<file path="config.mk">
export PLATFORM = sky130hd
export DESIGN_NAME = battery_status_and_gauge
export DESIGN_NICKNAME = d
export VERILOG_FILES = /design/src/rtl/bsg_pkg.sv /design/src/rtl/bsg_gauge.sv /design/src/rtl/battery_status_and_gauge.sv
export SDC_FILE = /design/constraint.sdc
export NUM_CORES = 1
export LEC_CHECK = 0
export ABC_AREA = 1
export ABC_CLOCK_PERIOD_IN_PS = 4800
export BUFFER_PORTS_ARGS = -buffer_cell sky130_fd_sc_hd__buf_2
export CORE_ASPECT_RATIO = 0.5
export CORE_MARGIN = 2
export CORE_UTILIZATION = 42
export CTS_BUF_LIST = sky130_fd_sc_hd__clkbuf_4
export DETAILED_ROUTE_END_ITERATION = 6
export SLEW_MARGIN = 25
export SYNTH_ARGS = -nofsm -noshare
export SYNTH_HDL_FRONTEND = slang
export SYNTH_SLANG_ARGS = --single-unit
</file>
<file path="constraint.sdc">
create_clock -name aclk -period 4.8 [get_ports aclk]
set_input_delay 0.48 -clock aclk [delete_from_list [all_inputs] [get_ports aclk]]
set_output_delay 0.48 -clock aclk [all_outputs]
set_load 0.05 [all_outputs]
</file>
<file path="src/rtl/bsg_pkg.sv">
// shared types and constants of the battery status and gauge block
// no dependencies; used by bsg_gauge and battery_status_and_gauge

package bsg_pkg;

    // gauge curve
    localparam int NUM_POINTS = 11;
    localparam int IDX_W      = $clog2(NUM_POINTS);
    localparam int LEVEL_W    = 16;
    localparam int PCT_W      = 7;
    localparam int VOLT_W     = 13;
    localparam int NUM_W      = 20;           // (level - left) * 10 + 5 fits here
    localparam int CNT_W      = $clog2(NUM_W);
    localparam int SUM_W      = NUM_W + 1;

    localparam logic [LEVEL_W-1:0] GAUGE_PTS [0:NUM_POINTS-1] = '{
        16'd47579, 16'd49598, 16'd50895, 16'd52481, 16'd53683, 16'd54259,
        16'd54788, 16'd55509, 16'd56278, 16'd56999, 16'd58393
    };

    localparam int GAUGE_STEP  = 10;
    localparam int GAUGE_ROUND = 5;
    localparam int PCT_MAX     = 100;
    localparam int VOLT_SCALE  = 18;

    // charge status codes
    localparam logic [2:0] STAT_NONE        = 3'd0;
    localparam logic [2:0] STAT_CHARGING    = 3'd1;
    localparam logic [2:0] STAT_CHARGED     = 3'd2;
    localparam logic [2:0] STAT_DISCHARGING = 3'd3;
    localparam logic [2:0] STAT_UNKNOWN     = 3'd4;

    // status byte ranges, indexed by status code; the lowest matching index wins
    localparam logic [7:0] STAT_LO [0:3] = '{8'd166, 8'd4,  8'd211, 8'd0};
    localparam logic [7:0] STAT_HI [0:3] = '{8'd210, 8'd62, 8'd255, 8'd3};

    // request kinds carried on tuser
    localparam logic REQ_SAMPLE = 1'b0;
    localparam logic REQ_RESULT = 1'b1;

    // sampling sequence phase
    typedef enum logic [2:0] {
        PH_IDLE   = 3'b001,
        PH_STATUS = 3'b010,
        PH_LEVEL  = 3'b100
    } phase_t;

endpackage

</file>
<file path="src/rtl/bsg_gauge.sv">
// fuel gauge unit: segment search and rounding divide on one shared subtractor
// depends on bsg_pkg

module bsg_gauge (
    input  logic                        aclk,
    input  logic                        aresetn,
    input  logic                        start,
    input  logic [bsg_pkg::LEVEL_W-1:0] level,
    output logic                        done,
    output logic [bsg_pkg::PCT_W-1:0]   pct
);

    typedef enum logic [5:0] {
        G_IDLE   = 6'b000001,
        G_SEARCH = 6'b000010,
        G_SPAN   = 6'b000100,
        G_OFFS   = 6'b001000,
        G_DIV    = 6'b010000,
        G_FIN    = 6'b100000
    } gstate_t;

    gstate_t                        state_reg, state_next;
    logic [bsg_pkg::LEVEL_W-1:0]    lvl_reg, lvl_next;
    logic [bsg_pkg::IDX_W-1:0]      idx_reg, idx_next;
    logic [bsg_pkg::LEVEL_W-1:0]    span_reg, span_next;
    logic [bsg_pkg::LEVEL_W-1:0]    rem_reg, rem_next;
    logic [bsg_pkg::NUM_W-1:0]      num_reg, num_next;
    logic [bsg_pkg::CNT_W-1:0]      cnt_reg, cnt_next;
    logic [bsg_pkg::PCT_W-1:0]      pct_reg, pct_next;
    logic                           done_reg, done_next;

    // shared subtractor
    logic [bsg_pkg::LEVEL_W:0]      sub_a, sub_b;
    logic [bsg_pkg::LEVEL_W+1:0]    sub_d;
    logic                           borrow;

    logic [bsg_pkg::IDX_W-1:0]      idx_m1;
    logic [bsg_pkg::LEVEL_W-1:0]    diff;
    logic [bsg_pkg::SUM_W-1:0]      sum;

    assign idx_m1 = idx_reg - bsg_pkg::IDX_W'(1);
    assign sub_d  = {1'b0, sub_a} - {1'b0, sub_b};
    assign borrow = sub_d[bsg_pkg::LEVEL_W+1];
    assign diff   = sub_d[bsg_pkg::LEVEL_W-1:0];
    assign sum    = bsg_pkg::SUM_W'(num_reg)
                  + bsg_pkg::SUM_W'(idx_m1) * bsg_pkg::SUM_W'(bsg_pkg::GAUGE_STEP);

    always_comb begin
        sub_a = '0;
        sub_b = '0;
        case (state_reg)
            G_SEARCH: begin
                sub_a = {1'b0, lvl_reg};
                sub_b = {1'b0, bsg_pkg::GAUGE_PTS[idx_reg]};
            end
            G_SPAN: begin
                sub_a = {1'b0, bsg_pkg::GAUGE_PTS[idx_reg]};
                sub_b = {1'b0, bsg_pkg::GAUGE_PTS[idx_m1]};
            end
            G_OFFS: begin
                sub_a = {1'b0, lvl_reg};
                sub_b = {1'b0, bsg_pkg::GAUGE_PTS[idx_m1]};
            end
            G_DIV: begin
                // trial subtract of the shifted remainder
                sub_a = {rem_reg, num_reg[bsg_pkg::NUM_W-1]};
                sub_b = {1'b0, span_reg};
            end
            default: begin
                sub_a = '0;
                sub_b = '0;
            end
        endcase
    end

    always_comb begin
        state_next = state_reg;
        lvl_next   = lvl_reg;
        idx_next   = idx_reg;
        span_next  = span_reg;
        rem_next   = rem_reg;
        num_next   = num_reg;
        cnt_next   = cnt_reg;
        pct_next   = pct_reg;
        done_next  = 1'b0;
        case (state_reg)
            G_IDLE: begin
                if (start) begin
                    lvl_next   = level;
                    idx_next   = '0;
                    state_next = G_SEARCH;
                end
            end
            G_SEARCH: begin
                if (borrow) begin
                    if (idx_reg == '0) begin
                        // below the first point
                        pct_next   = '0;
                        done_next  = 1'b1;
                        state_next = G_IDLE;
                    end else begin
                        state_next = G_SPAN;
                    end
                end else if (idx_reg == bsg_pkg::IDX_W'(bsg_pkg::NUM_POINTS - 1)) begin
                    // at or above the last point
                    pct_next   = bsg_pkg::PCT_W'(bsg_pkg::PCT_MAX);
                    done_next  = 1'b1;
                    state_next = G_IDLE;
                end else begin
                    idx_next = idx_reg + bsg_pkg::IDX_W'(1);
                end
            end
            G_SPAN: begin
                span_next  = (diff == '0) ? bsg_pkg::LEVEL_W'(1) : diff;
                state_next = G_OFFS;
            end
            G_OFFS: begin
                num_next   = bsg_pkg::NUM_W'(diff) * bsg_pkg::NUM_W'(bsg_pkg::GAUGE_STEP)
                           + bsg_pkg::NUM_W'(bsg_pkg::GAUGE_ROUND);
                rem_next   = '0;
                cnt_next   = '0;
                state_next = G_DIV;
            end
            G_DIV: begin
                // restoring divide, one quotient bit per cycle
                if (!borrow) begin
                    rem_next = diff;
                end else begin
                    rem_next = sub_a[bsg_pkg::LEVEL_W-1:0];
                end
                num_next = {num_reg[bsg_pkg::NUM_W-2:0], ~borrow};
                cnt_next = cnt_reg + bsg_pkg::CNT_W'(1);
                if (cnt_reg == bsg_pkg::CNT_W'(bsg_pkg::NUM_W - 1)) begin
                    state_next = G_FIN;
                end
            end
            G_FIN: begin
                if (sum > bsg_pkg::SUM_W'(bsg_pkg::PCT_MAX)) begin
                    pct_next = bsg_pkg::PCT_W'(bsg_pkg::PCT_MAX);
                end else begin
                    pct_next = sum[bsg_pkg::PCT_W-1:0];
                end
                done_next  = 1'b1;
                state_next = G_IDLE;
            end
            default: begin
                state_next = G_IDLE;
            end
        endcase
    end

    always_ff @(posedge aclk) begin
        if (!aresetn) begin
            state_reg <= G_IDLE;
            done_reg  <= 1'b0;
        end else begin
            state_reg <= state_next;
            done_reg  <= done_next;
        end
        lvl_reg  <= lvl_next;
        idx_reg  <= idx_next;
        span_reg <= span_next;
        rem_reg  <= rem_next;
        num_reg  <= num_next;
        cnt_reg  <= cnt_next;
        pct_reg  <= pct_next;
    end

    assign done = done_reg;
    assign pct  = pct_reg;

endmodule

</file>
<file path="src/rtl/battery_status_and_gauge.sv">
// battery status sequencer and fuel gauge, top level
// depends on bsg_pkg and bsg_gauge

// One input word is either a sample request (tuser 0) or a converter result
// (tuser 1). A request while idle starts a status conversion; the status
// result's top byte picks none, charging, charged, discharging or unknown,
// and only discharging closes the sense switch and asks for a level
// conversion, whose result reopens the switch and is stored. Every input
// word gives exactly one output word with the conversion request, the switch
// and busy levels, the status, the stored level, its 0-100 percent on an
// 11-point curve and the coarse voltage code. A word's result is loaded once
// the gauge unit is done and the output register is free: the gauge unit
// walks the curve one point a cycle on a single shared subtractor, then runs
// a 20-step restoring divide on that same subtractor for levels between two
// points; below the first or at or above the last point the divide is
// skipped. s_tready is high only while no word is being worked on; a finished
// result waits in the output register without blocking the next word.

module battery_status_and_gauge (
    input  logic        aclk,
    input  logic        aresetn,

    input  logic        s_tvalid,
    output logic        s_tready,
    input  logic [15:0] s_tdata,   // [15:0] adc_result
    input  logic        s_tuser,   // [0] req_type

    output logic        m_tvalid,
    input  logic        m_tready,
    output logic [47:0] m_tdata    // [0] start_conversion, [1] channel_select,
                                   // [2] sense_switch, [3] busy_res,
                                   // [6:4] status_code, [22:7] level_raw,
                                   // [29:23] percent, [42:30] voltage_code,
                                   // [47:43] zero
);

    typedef enum logic [1:0] {
        T_IDLE = 2'b01,
        T_CALC = 2'b10
    } tstate_t;

    // sequencer state
    tstate_t                        state_reg, state_next;
    bsg_pkg::phase_t                phase_reg, phase_next;
    logic [2:0]                     status_reg, status_next;
    logic [bsg_pkg::LEVEL_W-1:0]    level_reg, level_next;
    logic                           sw_reg, sw_next;

    // per-word flags held until the result is loaded
    logic                           start_reg, start_next;
    logic                           chan_reg, chan_next;
    logic                           done_seen_reg, done_seen_next;

    // output register
    logic                           m_valid_reg, m_valid_next;
    logic [47:0]                    m_data_reg, m_data_next;

    logic                           accept;
    logic                           g_done;
    logic [bsg_pkg::PCT_W-1:0]      g_pct;
    logic [2:0]                     cls;
    logic [bsg_pkg::VOLT_W-1:0]     volt;
    logic                           out_free;
    logic                           load;

    function automatic logic [2:0] classify(input logic [7:0] b);
        logic [2:0] r;
        r = bsg_pkg::STAT_UNKNOWN;
        for (int s = 3; s >= 0; s--) begin
            if (b >= bsg_pkg::STAT_LO[s] && b <= bsg_pkg::STAT_HI[s]) begin
                r = 3'(s);
            end
        end
        return r;
    endfunction

    assign s_tready = (state_reg == T_IDLE);
    assign accept   = s_tvalid && s_tready;
    assign cls      = classify(s_tdata[15:8]);
    assign out_free = !m_valid_reg || m_tready;

    // result is ready on the done pulse or once it has been seen
    assign load     = (state_reg == T_CALC) && (g_done || done_seen_reg) && out_free;

    // (level >> 8) * 18
    assign volt     = bsg_pkg::VOLT_W'(level_reg[15:8]) * bsg_pkg::VOLT_W'(bsg_pkg::VOLT_SCALE);

    always_comb begin
        state_next     = state_reg;
        phase_next     = phase_reg;
        status_next    = status_reg;
        level_next     = level_reg;
        sw_next        = sw_reg;
        start_next     = start_reg;
        chan_next      = chan_reg;
        done_seen_next = done_seen_reg;
        case (state_reg)
            T_IDLE: begin
                if (accept) begin
                    start_next     = 1'b0;
                    chan_next      = 1'b0;
                    done_seen_next = 1'b0;
                    state_next     = T_CALC;
                    if (s_tuser == bsg_pkg::REQ_SAMPLE) begin
                        // requests while busy are ignored
                        if (phase_reg == bsg_pkg::PH_IDLE) begin
                            phase_next = bsg_pkg::PH_STATUS;
                            start_next = 1'b1;
                        end
                    end else if (phase_reg == bsg_pkg::PH_STATUS) begin
                        status_next = cls;
                        if (cls == bsg_pkg::STAT_DISCHARGING) begin
                            phase_next = bsg_pkg::PH_LEVEL;
                            sw_next    = 1'b1;
                            start_next = 1'b1;
                            chan_next  = 1'b1;
                        end else begin
                            phase_next = bsg_pkg::PH_IDLE;
                            level_next = '0;
                        end
                    end else if (phase_reg == bsg_pkg::PH_LEVEL) begin
                        sw_next    = 1'b0;
                        level_next = s_tdata;
                        phase_next = bsg_pkg::PH_IDLE;
                    end
                end
            end
            T_CALC: begin
                if (g_done) begin
                    done_seen_next = 1'b1;
                end
                if (load) begin
                    state_next = T_IDLE;
                end
            end
            default: begin
                state_next = T_IDLE;
            end
        endcase
    end

    always_comb begin
        m_valid_next = m_valid_reg;
        m_data_next  = m_data_reg;
        if (load) begin
            m_valid_next = 1'b1;
            m_data_next  = {5'b0, volt, g_pct, level_reg, status_reg,
                            (phase_reg != bsg_pkg::PH_IDLE), sw_reg, chan_reg, start_reg};
        end else if (m_tready) begin
            m_valid_next = 1'b0;
        end
    end

    always_ff @(posedge aclk) begin
        if (!aresetn) begin
            state_reg     <= T_IDLE;
            phase_reg     <= bsg_pkg::PH_IDLE;
            status_reg    <= bsg_pkg::STAT_NONE;
            level_reg     <= '0;
            sw_reg        <= 1'b0;
            done_seen_reg <= 1'b0;
            m_valid_reg   <= 1'b0;
        end else begin
            state_reg     <= state_next;
            phase_reg     <= phase_next;
            status_reg    <= status_next;
            level_reg     <= level_next;
            sw_reg        <= sw_next;
            done_seen_reg <= done_seen_next;
            m_valid_reg   <= m_valid_next;
        end
        start_reg  <= start_next;
        chan_reg   <= chan_next;
        m_data_reg <= m_data_next;
    end

    // gauge recomputed from the stored level for every word
    bsg_gauge u_gauge (
        .aclk    (aclk),
        .aresetn (aresetn),
        .start   (accept),
        .level   (level_next),
        .done    (g_done),
        .pct     (g_pct)
    );

    assign m_tvalid = m_valid_reg;
    assign m_tdata  = m_data_reg;

`ifndef SYNTHESIS
    // sense switch is closed only while the level conversion is pending
    a_sw_level: assert property (@(posedge aclk) disable iff (!aresetn)
        sw_reg |-> (phase_reg == bsg_pkg::PH_LEVEL))
        else $error("sense switch closed outside level phase");

    // level phase is entered only from a discharging status
    a_level_dis: assert property (@(posedge aclk) disable iff (!aresetn)
        (phase_reg == bsg_pkg::PH_LEVEL) |-> (status_reg == bsg_pkg::STAT_DISCHARGING))
        else $error("level phase without discharging status");

    // gauge finishes only while a word is being worked on
    a_done_calc: assert property (@(posedge aclk) disable iff (!aresetn)
        g_done |-> (state_reg == T_CALC))
        else $error("gauge done while idle");

    // a loaded result carries a percent within range
    a_pct_range: assert property (@(posedge aclk) disable iff (!aresetn)
        load |=> (m_tdata[29:23] <= 7'(bsg_pkg::PCT_MAX)))
        else $error("percent out of range");
`endif

endmodule
</file>
== Word-level counts from Yosys, hierarchy flattened ==
Memories as Yosys holds them, arrays and structs flattened.
Index checks and enable logic that the tools add are counted.

* Input port bits: 21
* Output and inout port bits: 50
* Register bits after elaboration: 162
* ROM bits: 512
* Memories kept: 2
* Memory bits (writable): 0
* Bits in latches: 0

{| class="wikitable"
|+ Memory list
! name !! depth !! width !! rd ports !! clocked after memory_dff !! write ports !! line !! text
|-
| (no name shown) || 16 || 16 || 1 || 0 || 0 || bsg_gauge.sv:57 || <nowiki>sub_a = {1'b0, bsg_pkg::GAUGE_PTS[idx_reg]};</nowiki>
|-
| (no name shown) || 16 || 16 || 1 || 0 || 0 || bsg_gauge.sv:58 || <nowiki>sub_b = {1'b0, bsg_pkg::GAUGE_PTS[idx_m1]};</nowiki>
|}

* Bitwise gates (word level): 3
* Reduce and logical (&&, ||, !) cells: 31
* Order comparisons: 11
* Mux-type cells: 59
* Add/sub/neg operators: 6
* Eq/ne operators: 26
* Shift operators: 0
* $mul: 3
* Divide/modulo/power cells: 0

{| class="wikitable"
|+ Operators with widths
! cell !! number
|-
| 16-bit 2-to-1 mux || 11
|-
| 17-bit one-hot mux with 3 select lines || 1
|-
| 16-bit one-hot mux with 3 select lines || 1
|-
| 20-bit one-hot mux with 2 select lines || 1
|-
| 16-bit one-hot mux with 2 select lines || 1
|-
| 3-bit 2-to-1 mux || 10
|-
| 6-bit one-hot mux with 5 select lines || 1
|-
| 7-bit 2-to-1 mux || 4
|-
| 6-bit 2-to-1 mux || 4
|-
| 20-bit by 8-bit adder with 21-bit output || 1
|-
| 21-bit by 7-bit greater-than comparator with 1-bit output (second input constant) || 1
|-
| 20-bit by 3-bit adder with 20-bit output (second input constant) || 1
|-
| 16-bit by 3-bit multiplier with 19-bit output (second input constant) || 1
|-
| 17-bit by 16-bit subtractor with 18-bit output || 1
|-
| 8-bit >= comparator (second input constant) || 2
|-
| 8-bit <= comparator (second input constant) || 2
|-
| 16-bit zero test || 1
|-
| 1-bit 2-to-1 mux || 14
|-
| 7-bit one-hot mux with 2 select lines || 1
|-
| 2-bit nonzero test || 7
|-
| 8-bit by 4-bit multiplier with 12-bit output (second input constant) || 1
|-
| 4-bit 2-to-1 mux || 3
|-
| 4-bit AND reduction || 3
|-
| 5-bit >= comparator (second input constant) || 2
|-
| other kinds (40) || 64
|}

== Depth between registers and ports, before layout ==
Gate-level depths: netlist (run 1).

* Depth in word-level cells: 12
* Mapped depth: 39

== Cells and area by module ==
A second synthesis (run 1) with hierarchy kept.

* Cell total of the unflattened synthesis: 1,453
* Area total of the unflattened synthesis: 11,208.2 sq um

{| class="wikitable"
|+ By module, submodules not included
! module !! area each (sq um) !! sequential area each (sq um) !! cells each !! instances
|-
| bsg_gauge || 8,129.0 || 2,662.6 || 1,136 || 1
|-
| battery_status_and_gauge || 3,079.2 || 1,771.7 || 317 || 1
|}

== Worst setup path after synthesis (run 1) ==
Ideal clock, no wire load.

* Path kind: reg2reg
* Start point: reg u_gauge.idx_reg[0] (netlist name)
* End point: reg u_gauge.num_reg[17] (netlist name) (data pin)
* Data required time: 4.547 ns
* Setup slack: -0.407 ns
* Setup time: 0.253 ns
* Arrival: 4.954 ns
* Cell stages (with the launch flop): 34
* Buffers on the path: 0
* Cell sequence: edfxtp_1 inv_1 ha_1 inv_1 ha_1 inv_1 nand2_1 a21oi_1 o221ai_1 ha_1 inv_1 fa_1 nand3_1 nand2_1 nand2_1 nand2_2 xor2_1 inv_1 ha_1 ha_1 nand2_1 inv_2 nand2_1 nand2_1 nor2_1 nand2_1 nand2_1 nand3_2 nor2_4 nand2_2 inv_2 nand3_1 nand3_1 nand2_1

* Longest elaborated chain between the ends: 10
* Elaborated cells on any way between the ends: 15
* Classes of those cells: add/sub: 3; mul: 1; mux: 7; bitwise: 2; memory: 2

{| class="wikitable"
|+ Ends and longest elaborated chain
! what !! line !! text
|-
| from (decl) || bsg_gauge.sv:24 || <nowiki>logic [bsg_pkg::IDX_W-1:0] idx_reg, idx_next;</nowiki>
|-
| from (signal assigned) || bsg_gauge.sv:161 || <nowiki>idx_reg <= idx_next;</nowiki>
|-
| 4-bit by 1-bit subtractor with 4-bit output || bsg_gauge.sv:41 || <nowiki>assign idx_m1 = idx_reg - bsg_pkg::IDX_W'(1);</nowiki>
|-
| via u_gauge.idx_m1, one bit || bsg_gauge.sv:37 || <nowiki>logic [bsg_pkg::IDX_W-1:0] idx_m1;</nowiki>
|-
| 4-bit inverter with 5-bit output (not written as such) || bsg_gauge.sv:58, bsg_gauge.sv:62 ||
|-
| memory 16 x 16 bit || - ||
|-
| 16-bit 2-to-1 mux (not written as such) (2 in series) || bsg_gauge.sv:58 ||
|-
| 16-bit one-hot mux with 3 select lines || bsg_gauge.sv:51 || <nowiki>case (state_reg)</nowiki>
|-
| 17-bit by 16-bit subtractor with 18-bit output || bsg_gauge.sv:42 || <nowiki>assign sub_d = {1'b0, sub_a} - {1'b0, sub_b};</nowiki>
|-
| via u_gauge.sub_d, one bit || bsg_gauge.sv:34 || <nowiki>logic [bsg_pkg::LEVEL_W+1:0] sub_d;</nowiki>
|-
| 16-bit by 3-bit multiplier with 19-bit output || bsg_gauge.sv:118 || <nowiki>num_next = bsg_pkg::NUM_W'(diff) * bsg_pkg::NUM_W'(bsg_pkg::GAUGE_STEP)</nowiki>
|-
| 20-bit by 3-bit adder with 20-bit output || bsg_gauge.sv:119 || <nowiki>+ bsg_pkg::NUM_W'(bsg_pkg::GAUGE_ROUND);</nowiki>
|-
| 20-bit one-hot mux with 2 select lines || bsg_gauge.sv:86 || <nowiki>case (state_reg)</nowiki>
|-
| via u_gauge.num_next, one bit || bsg_gauge.sv:27 || <nowiki>logic [bsg_pkg::NUM_W-1:0] num_reg, num_next;</nowiki>
|-
| to (signal assigned) || bsg_gauge.sv:164 || <nowiki>num_reg <= num_next;</nowiki>
|-
| to (decl) || bsg_gauge.sv:27 ||
|}

The timed path passes the listed nets, and every way through them passes these cells. The select of a mux whose other input is x is not followed.
A chain may end at the register's enable or synchronous reset.

== Final worst setup path (run 1) ==
* Start point: reg u_gauge.idx_reg[1] (netlist name)
* End point: reg u_gauge.num_reg[19] (netlist name) (data pin)

* Longest elaborated chain between the ends: 10
* Elaborated cells on any way between the ends: 15
* Classes of those cells: add/sub: 3; mul: 1; mux: 7; bitwise: 2; memory: 2

{| class="wikitable"
|+ Ends and longest elaborated chain
! what !! line
|-
| 4-bit by 1-bit subtractor with 4-bit output || bsg_gauge.sv:41
|-
| 4-bit inverter with 5-bit output (not written as such) || bsg_gauge.sv:58, bsg_gauge.sv:62
|-
| memory 16 x 16 bit || -
|-
| 16-bit 2-to-1 mux (not written as such) (2 in series) || bsg_gauge.sv:58
|-
| 16-bit one-hot mux with 3 select lines || bsg_gauge.sv:51
|-
| 17-bit by 16-bit subtractor with 18-bit output * || bsg_gauge.sv:42
|-
| via u_gauge.sub_d, one bit || bsg_gauge.sv:34
|-
| 16-bit by 3-bit multiplier with 19-bit output * || bsg_gauge.sv:118
|-
| 20-bit by 3-bit adder with 20-bit output * || bsg_gauge.sv:119
|-
| 20-bit one-hot mux with 2 select lines * || bsg_gauge.sv:86
|-
| via u_gauge.num_next, one bit || bsg_gauge.sv:27
|}

The timed path passes the listed nets; every way through them passes the cells marked *. The select of a mux whose other input is x is not followed.

==> run_results.csv, run 1 <==
group,metric,value,unit
timing,fin_skew,0.03906,ns
setup_path,worst_ep_arrival_time,5.30,ns
clock_network,cts-hold-fix-buffers,0,
setup_path,critPathKind,"reg -> reg",
floorplan,ios,71,
pwr,cellPowerDensity,344.6,nW/um2
cells_and_area,final_nets,1834,
timing,setup_viol,7,
timing,fin_tns_setup,-0.4930,ns
timing,finalMaxSlewViolations,0,
pwr,p_clk_frac,0.155,
synthesis,synth-simple-area-share,0.2779,
synthesis,synth_edf_count,125,
cells_and_area,antenna_cells,0,
detailed_routing,ant_nets,0,
clock_network,tritoncts,"done",
floorplan,die_h,118.7,um
timing,timing.final.crit_share,1.020,
clock_network,clk_latency,0.64,ns
placement,dpl_cell_area,13160,um2
synthesis,syn_area,11050,um2
grt,first_global_vias,9963,
cells_and_area,post-route-cell-area,15000,um2
grt,gr-total-overflow,0,
synthesis,synthFlopType,"edfxtp_1",
synthesis,synth-seq-cells,159,
synthesis,synthDistinctLibCells,50,
floorplan,die_area,27710,um2
synthesis,synth.area.mux_share,0,
floorplan,core,25550,um2
pwr,switching_share,0.4114,
setup_path,end_kind,"flop",
detailed_routing,drt_wl_total,33670,um
pwr,p_leak,0.007141,uW
setup_path,startpoint_type,"flop",
grt,grt_pass1_wl,51740,um
grt,grt.total_usage,0.2412,
setup_path,crit_top_cell,"nand2_4",
pwr,irDropWorstVdd,187.9,uV
placement,pre_cts_ws,-0.5928,ns
clock_network,h-tree-depth,4,
timing,grt_setup_unrepaired,"yes",
pwr,comb_power_share,0.543,
clock_network,cts_sinks,159,
timing,max_freq,204.2,MHz
setup_path,required,5.21,ns
synthesis,netlist_instances,1443,
run_status,status,"finished with violations",
clock_network,cts-root-buf,"clkbuf_4",
timing,worstMarginPinSlew,0.9414,ns
cells_and_area,drive_above_1_share,0.3432,
synthesis,synthArstFlopShare,0,
run_status,violations,"negative setup slack",
synthesis,avgSynthCellArea,7.659,um2
clock_network,cts_max_path_buffers,2,
clock_network,cts_inserted_buffers,17,
synthesis,synth_compound_area_frac,0.09963,
pwr,netSwitchingPower,2126,uW
setup_path,cpPeakStageDelay,0.51,ns
detailed_routing,wl_per_cell,16.10,um
synthesis,synth_xor_area_frac,0.03045,
pwr,p_int,3042,uW
floorplan,start_util,0.4326,
placement,routabilityCongestion,0.9145,
detailed_routing,drc,0,
clock_network,clkTransAtPathRegs,0.16,ns
run,cap_violations,0,
floorplan,num_rows,41,
cells_and_area,syn_to_final_growth,35.68,%
pwr,seqPwrFrac,0.302,
min_path,hold_path.class,"in -> reg",
setup_path,slowest_stage,"edfxtp_1",
synthesis,yosysWarnings,0,
detailed_routing,via_per_inst,5.097,
grt,antenna_found_initial,0,
synthesis,yosysSeqAreaShare,0.4012,
placement,io_buffer_count,64,
floorplan,die_w,233.4,um
timing,slew_headroom,0.3709,
timing,final.min_clock_period,4.898,ns
detailed_routing,drt_pass1_iterations,5,
setup_path,crit_fanout,6,
timing,worst_slack,-0.09830,ns
timing,hold_viol,0,
cells_and_area,largest_reg_flops,39,
detailed_routing,dr.first_iter.drc_count,620,
synthesis,synth_top_family_by_area,"simple AND/OR/NAND/NOR gates",
synthesis,synthAdderAreaFrac,0.09170,
detailed_routing,via_count,10660,
placement,dp_hpwl,25600,um
grt,grt_max_degree,33,
-- layer usage --
layer / global-route usage / share of wire / vias up
met5: 0 / 0 / -
met4: 0.05894 / 0.014 / 0
met3: 0.04706 / 0.051 / 31
met2: 0.3830 / 0.46 / 271
met1: 0.3376 / 0.47 / 5061
li1: - / - / 5300
-- worst max-delay path, delay by kind of cell (launching register included) --
kind / cells / cell delay [ns]
simple gates: 20 / 1.54
xor+xnor: 1 / 0.20
compound gates: 3 / 0.35
buf+inv: 7 / 0.71
flops: 1 / 0.51
fa+ha+maj: 5 / 1.34
-- placed cells by master (no fill, tap or decap), drive strengths merged, types with 24 or more instances in the layout --
cell    instances
nand4          24
dfxtp          34
xor2           28
buf           302
edfxtp        125
nand3          95
ha             73
o21ai          39
a21oi          62
nor2          153
inv           246
nand2         425
-- layout make-up --
type,count,area (um2)
Fill cell,2306,10550
Inverter,238,908.4
Sequential cell,159,4434
Timing Repair Buffer,302,2193
Multi-Input combinational cell,1017,6758
Clock inverter,15,143.9
Tap cell,344,430.4
Clock buffer,17,127.6
-- path summary, 6_finish.rpt --
kind	depth (start not counted)	startpoint	slack, ns	to
setup / recovery	36	u_gauge.idx_reg[1]$_SDFFCE_PN0P_	-0.1	u_gauge.num_reg[19]$_DFFE_PN_
setup reg to reg	36	u_gauge.idx_reg[1]$_SDFFCE_PN0P_	-0.1	u_gauge.num_reg[19]$_DFFE_PN_
hold reg to reg	0	u_gauge.pct[3]$_SDFFCE_PN0P_	0.43	m_tdata[26]$_DFFE_PP_
hold / removal	2	s_tuser	0.13	start_reg$_DFFE_PP_
-- Yosys cell counts, types with 3 or more instances --
cell type,number,area [um2]
xor2_1,24,210.2
nor3_1,15,75.07
o22ai_2,11,137.6
nand3b_1,4,30.03
buf_4,10,75.07
nand2_1,411,1543
and2_1,5,31.28
nand4_1,24,150.1
nand3_1,92,460.4
fa_1,5,100.1
a211oi_1,5,37.54
a221oi_1,12,105.1
o221ai_1,7,61.31
edfxtp_1,125,3754
inv_1,233,874.6
o211ai_1,11,82.58
a31oi_1,3,18.77
buf_2,12,60.06
o21ai_0,34,170.2
o22ai_1,9,56.30
inv_2,3,11.26
o21ai_1,5,25.02
nand2_2,12,75.07
a22oi_1,3,22.52
nor2_1,147,551.8
xnor2_1,7,61.31
a21oi_1,62,310.3
clkbuf_1,10,37.54
dfxtp_1,34,680.7
xor2_2,4,65.06
ha_1,73,913.4
nor2_4,4,45.04
-- metrics by stage --
stage / total power, uW / cells / hold WS (ns) / utilization
2_1_floorplan: 2788 / 1448 / 0.4003 / -
3_3_place_gp: 3622 / 2011 / 0.4023 / 0.5150
3_5_place_dp: 3639 / 2011 / 0.4054 / 0.5152
4_1_cts: 4745 / 2076 / 0.08461 / 0.5566
5_1_grt: 5500 / 2092 / 0.07641 / 0.5870
6_report: 5167 / 2092 / 0.1286 / 0.5870
-- cells by family after synthesis --
family | Yosys count
simple gates | 727
buf+inv | 272
compound gates | 171
flops | 159
fa+ha+maj | 78
xor+xnor | 35
other cells | 1
-- power groups by stage --
stage,Sequential (uW),Combinational (uW),Clock (uW)
6_report,1560,2800,801
5_1_grt,1560,3060,874
4_1_cts,1560,2360,820
3_5_place_dp,1590,2050,0
3_3_place_gp,1590,2030,0
2_1_floorplan,1590,1200,0
-- what timing repair did --
item | in CTS | in global routing
gates cloned | 0 | 0
gates resized for setup | 122 | 161
setup endpoints to repair | 13 | 16
hold endpoints to repair | 0 | 0
buffers inserted | 33 | 16
pin swaps | 45 | 86
No activity file was read; power rests on OpenSTA's default activity.
==> run 2, diff against run 1 <==
- ABC_CLOCK_PERIOD_IN_PS: 4800 -> 5900
- CORE_UTILIZATION: 42 -> 45
- clock period: 4.8 -> 5.9 ns (I/O delays scaled with it)
==> run_results.csv, run 2 (same netlist as run 1, synthesis figures left out) <==
group,metric,value,unit
pwr,p_leak,0.006016,uW
pwr,cellPowerDensity,272.6,nW/um2
min_path,min_from,"m_tready",
clock_network,cts-root-buf,"clkbuf_4",
cells_and_area,final_cell_mix,"nand2_1 (409), inv_1 (230), nor2_1 (143)",
setup_path,crit_top_cell,"nand2_1",
detailed_routing,drc,0,
min_path,hold_path.class,"in -> reg",
setup_path,crit_fanout,10,
grt,antenna_found_initial,1,
grt,gr-total-overflow,0,
detailed_routing,via_per_inst,5.192,
setup_path,slowest_stage,"fa_1",
timing,timing.final.crit_share,0.9391,
placement,dp_hpwl,23820,um
timing,hold_viol,0,
placement,io_buffer_count,64,
clock_network,cts_sinks,159,
grt,first_global_vias,9202,
floorplan,die_h,114.8,um
timing,finalMaxSlewViolations,0,
timing,worstMarginPinSlew,0.9853,ns
cells_and_area,syn_to_final_growth,11.64,%
clock_network,cts-hold-fix-buffers,0,
setup_path,r2r_start,"u_gauge.idx_reg[1]$_SDFFCE_PN0P_",
floorplan,num_rows,40,
clock_network,clkTransAtPathRegs,0.16,ns
setup_path,critPathKind,"reg -> reg",
detailed_routing,drt_wl_total,30410,um
setup_path,r2r_slack,0.36,ns
setup_path,end_kind,"flop",
timing,fin_tns_setup,0,ns
floorplan,ios,71,
clock_network,cts_max_path_buffers,2,
run,cap_violations,0,
pwr,irDropWorstVdd,162.6,uV
grt,grt_max_degree,35,
timing,fin_skew,0.03904,ns
floorplan,start_util,0.4591,
setup_path,crit_start,"u_gauge.idx_reg[1]$_SDFFCE_PN0P_",
clock_network,tritoncts,"done",
setup_path,reg2reg_to,"u_gauge.num_reg[19]$_DFFE_PN_",
setup_path,crit_end,"u_gauge.num_reg[19]$_DFFE_PN_",
setup_path,reg2regPathDepth,28,
cells_and_area,antenna_cells,0,
clock_network,cts_inserted_buffers,17,
cells_and_area,largest_reg_flops,39,
cells_and_area,final_nets,1631,
clock_network,clk_latency,0.62,ns
detailed_routing,wl_per_cell,16.17,um
grt,grt.total_usage,0.2446,
floorplan,die_area,25910,um2
timing,final.min_clock_period,5.541,ns
detailed_routing,ant_nets,0,
cells_and_area,post-route-cell-area,12340,um2
cells_and_area,final_common_cell,"nand2_1",
setup_path,worst_ep_arrival_time,5.92,ns
run_status,status,"finished clean",
timing,slew_headroom,0.3424,
floorplan,die_w,225.6,um
setup_path,startpoint_type,"flop",
timing,whs,0.2696,ns
grt,grt_pass1_wl,48800,um
timing,max_freq,180.5,MHz
placement,routabilityCongestion,0.9398,
detailed_routing,dr.first_iter.drc_count,752,
detailed_routing,drt_pass1_iterations,5,
cells_and_area,drive_above_1_share,0.1301,
clock_network,h-tree-depth,4,
detailed_routing,via_count,9767,
floorplan,core,24070,um2
setup_path,cpPeakStageDelay,0.52,ns
timing,setup_viol,0,
setup_path,required,6.28,ns
placement,dpl_cell_area,11820,um2
==> run 2: changes by cell type in the layout (fill, tap and decap cells not counted), sizes merged <==
| cell | delta |
|---|---|
| clkinv | -3 |
| clkinvlp | +4 |
| buf | -204 |
| clkbuf | +1 |
| bufinv | +3 |
| inv | -4 |
==> run 2: layout make-up <==
class,count,area (um2)
inverter,238,907.1
clock buffer,18,135.1
timing repair inverter,1,5.005
fill,2366,11740
sequential,159,4434
multi-input combinational,1017,5669
timing repair buffer,98,588.1
tap,336,420.4
clock inverter,14,178.9
==> run 2: worst max-delay path, delay by kind of cell (launching register included) <==
kind	cells	cell delay, ns
AO/OA/AOI/OAI	2	0.23
XOR/XNOR	2	0.89
adder cells (fa/ha/maj)	6	2.10
buffers and inverters	5	0.44
flip-flops	1	0.49
AND/OR/NAND/NOR	13	1.14
==> run 2: worst min-delay path by stage <==
stage                                            to  slack (ns)  cells past startpoint
final                         m_tvalid$_SDFFE_PN0P_        0.27                      4
after global routing      state_reg[0]$_SDFFE_PN1P_        0.24                      2
after CTS                     m_tvalid$_SDFFE_PN0P_        0.20                      4
after detailed placement       m_tdata[1]$_DFFE_PP_        0.41                      0
after global placement        m_tdata[27]$_DFFE_PP_        0.40                      0
after floorplan                m_tdata[0]$_DFFE_PP_        0.40                      0
==> run 2: power by group <==
group | total, uW | internal, uW | switching, uW
Combinational | 1350 | 448 | 898
Clock | 749 | 309 | 440
Sequential | 1270 | 1260 | 12.2
==> run 2: per-layer routing <==
metal	wire length (um)	up-vias	share of wire	GRT usage
li1	-	4906	-	-
met3	2147	26	0.071	0.05980
met1	14740	4553	0.48	0.3453
met2	13120	282	0.43	0.3807
met5	0	-	0	0
met4	410	0	0.013	0.05872
==> run 2: metrics by stage <==
stage / power (uW) / setup slack (ns) / instances / util
after global placement: 2574 / 0.07302 / 1837 / 0.4907
after CTS: 3339 / 0.08737 / 1870 / 0.5044
after global routing: 3611 / -0.01547 / 1881 / 0.5125
after detailed placement: 2578 / -0.04122 / 1837 / 0.4909
after floorplan: 2247 / 0.6933 / 1448 / -
final: 3364 / 0.3594 / 1881 / 0.5125
==> run 2: timing repair <==
| action | CTS | global route |
|---|---|---|
| gates cloned | 0 | 1 |
| setup buffers | 1 | 10 |
| endpoints found under the setup margin | 2 | 9 |
| resized for setup | 1 | 29 |
| pin swaps | 0 | 1 |
==> run 3, diff against run 2 <==
- CORE_UTILIZATION: 45 -> 40
==> run_results.csv, run 3 (same netlist as run 1, synthesis figures left out) <==
group,metric,value,unit
floorplan,num_rows,42,
detailed_routing,drt_wl_total,31540,um
timing,finalMaxSlewViolations,0,
floorplan,ios,71,
clock_network,h-tree-depth,4,
clock_network,tritoncts,"done",
timing,final.min_clock_period,5.423,ns
grt,gr-total-overflow,0,
placement,pre_cts_ws,0.2171,ns
min_path,hold_path.class,"in -> reg",
timing,worstMarginPinSlew,0.9619,ns
setup_path,slowest_stage,"edfxtp_1",
setup_path,r2r_start,"u_gauge.idx_reg[0]$_SDFFCE_PN0P_",
timing,hold_viol,0,
setup_path,cpPeakStageDelay,0.50,ns
timing,setup_viol,0,
detailed_routing,ant_nets,0,
detailed_routing,via_count,9873,
detailed_routing,drc,0,
timing,slew_headroom,0.3548,
pwr,p_leak,0.006078,uW
grt,grt_pass1_wl,49780,um
setup_path,worst_ep_arrival_time,5.81,ns
setup_path,required,6.28,ns
timing,max_freq,184.4,MHz
cells_and_area,drive_above_1_share,0.1375,
floorplan,die_w,239.1,um
clock_network,clk_latency,0.64,ns
placement,routabilityCongestion,0.9663,
cells_and_area,largest_reg_flops,39,
detailed_routing,dr.first_iter.drc_count,734,
setup_path,crit_fanout,9,
pwr,cellPowerDensity,273.6,nW/um2
cells_and_area,final_cell_mix,"nand2_1 (409), inv_1 (229), nor2_1 (139)",
pwr,irDropWorstVdd,146.1,uV
grt,grt_max_degree,60,
clock_network,cts_max_path_buffers,2,
run,cap_violations,0,
placement,dp_hpwl,25010,um
clock_network,cts_inserted_buffers,17,
setup_path,end_kind,"flop",
setup_path,critPathKind,"reg -> reg",
min_path,min_path_cells,4,
floorplan,core,26800,um2
timing,fin_skew,0.03712,ns
floorplan,start_util,0.4124,
grt,first_global_vias,9387,
cells_and_area,final_nets,1650,
detailed_routing,via_per_inst,5.150,
cells_and_area,final_common_cell,"nand2_1",
setup_path,r2r_slack,0.48,ns
placement,io_buffer_count,64,
cells_and_area,final-instance-count-excl-fill,1917,
grt,grt.total_usage,0.2231,
setup_path,crit_top_cell,"nand3_1",
min_path,hold_path_end,"m_tvalid$_SDFFE_PN0P_",
grt,antenna_found_initial,1,
clock_network,cts-hold-fix-buffers,0,
clock_network,clkTransAtPathRegs,0.14,ns
cells_and_area,fillers,2666,
setup_path,startpoint_type,"flop",
detailed_routing,drt_pass1_iterations,5,
cells_and_area,syn_to_final_growth,12.59,%
clock_network,cts-root-buf,"clkbuf_4",
placement,dp.cells,1881,
timing,timing.final.crit_share,0.9192,
run_status,status,"finished clean",
timing,worst_slack,0.4768,ns
setup_path,reg2reg_to,"u_gauge.num_reg[17]$_DFFE_PN_",
floorplan,die_area,29060,um2
clock_network,cts_sinks,159,
detailed_routing,wl_per_cell,16.45,um
floorplan,die_h,121.5,um
min_path,min_from,"m_tready",
setup_path,reg2regPathDepth,29,
==> run 3: changes by cell type in the layout (fill, tap and decap cells not counted), sizes merged <==
cell | previous run | this run
diode | 0 | 1
bufinv | 3 | 1
clkinvlp | 4 | 2
buf | 98 | 118
clkinv | 4 | 7
==> run 3: power breakdown <==
group	internal, uW	switching (uW)
combinational	521	931
sequential	1260	12.7
clock	230	453
total	2010	1400
==> run 3: how the worst max path moves through the flow <==
stage,startpoint,end,slack (ns),depth (start not counted)
5_1_grt,u_gauge.idx_reg[0]$_SDFFCE_PN0P_,u_gauge.num_reg[18]$_DFFE_PN_,-0.01,33
4_1_cts,u_gauge.idx_reg[0]$_SDFFCE_PN0P_,u_gauge.num_reg[17]$_DFFE_PN_,0.19,35
2_1_floorplan,u_gauge.idx_reg[0]$_SDFFCE_PN0P_,u_gauge.num_reg[17]$_DFFE_PN_,0.69,33
3_3_place_gp,u_gauge.idx_reg[2]$_SDFFCE_PN0P_,u_gauge.num_reg[17]$_DFFE_PN_,0.30,29
3_5_place_dp,u_gauge.idx_reg[0]$_SDFFCE_PN0P_,u_gauge.num_reg[17]$_DFFE_PN_,0.22,35
6_report,u_gauge.idx_reg[0]$_SDFFCE_PN0P_,u_gauge.num_reg[17]$_DFFE_PN_,0.48,29
==> run 3: layout make-up <==
cell class,count,area (um2),area share
Multi-Input combinational cell,1017,5643,0.4535
Inverter,238,899.6,0.07230
Clock inverter,14,150.1,0.01207
Antenna cell,1,2.502,0.0002011
Timing Repair Buffer,118,738.2,0.05933
Sequential cell,159,4434,0.3564
Tap cell,352,440.4,0.03539
Clock buffer,18,135.1,0.01086
==> run 3: repair_timing <==
| item | 4_1_cts | 5_1_grt |
|---|---|---|
| setup buffers | 0 | 3 |
| endpoints found under the setup margin | 0 | 9 |
| gates resized for setup | 0 | 25 |
==> run 3: through the flow <==
| stage | cell area (um2) | hold slack, ns | utilization | TNS (ns) | total power, uW |
|---|---|---|---|---|---|
| 2_1_floorplan | 11070 | 0.4003 | - | 0 | 2247 |
| 3_3_place_gp | 12040 | 0.4029 | 0.4493 | 0 | 2689 |
| 3_5_place_dp | 12050 | 0.4070 | 0.4495 | 0 | 2692 |
| 4_1_cts | 12330 | 0.2203 | 0.4602 | 0 | 3380 |
| 5_1_grt | 12440 | 0.2079 | 0.4643 | -0.02058 | 3675 |
| 6_report | 12440 | 0.2662 | 0.4643 | 0 | 3405 |
==> run 3: critical path: cells and delay by family (launching register included) <==
family                     cells  cell delay (ns)
buffers and inverters          6             0.71
AOI/OAI and AO/OA              3             1.00
adders and majority gates      3             0.99
DFF                            1             0.50
and+or+nand+nor               16             1.78
xor gates and xnor gates       1             0.22
==> run 3: routing by layer <==
metal	GRT usage	vias up	part of all wire
met3	0.04509	24	0.055
met1	0.3120	4636	0.48
met2	0.3566	282	0.45
met4	0.05313	0	0.013
li1	-	4931	-
met5	0	-	0
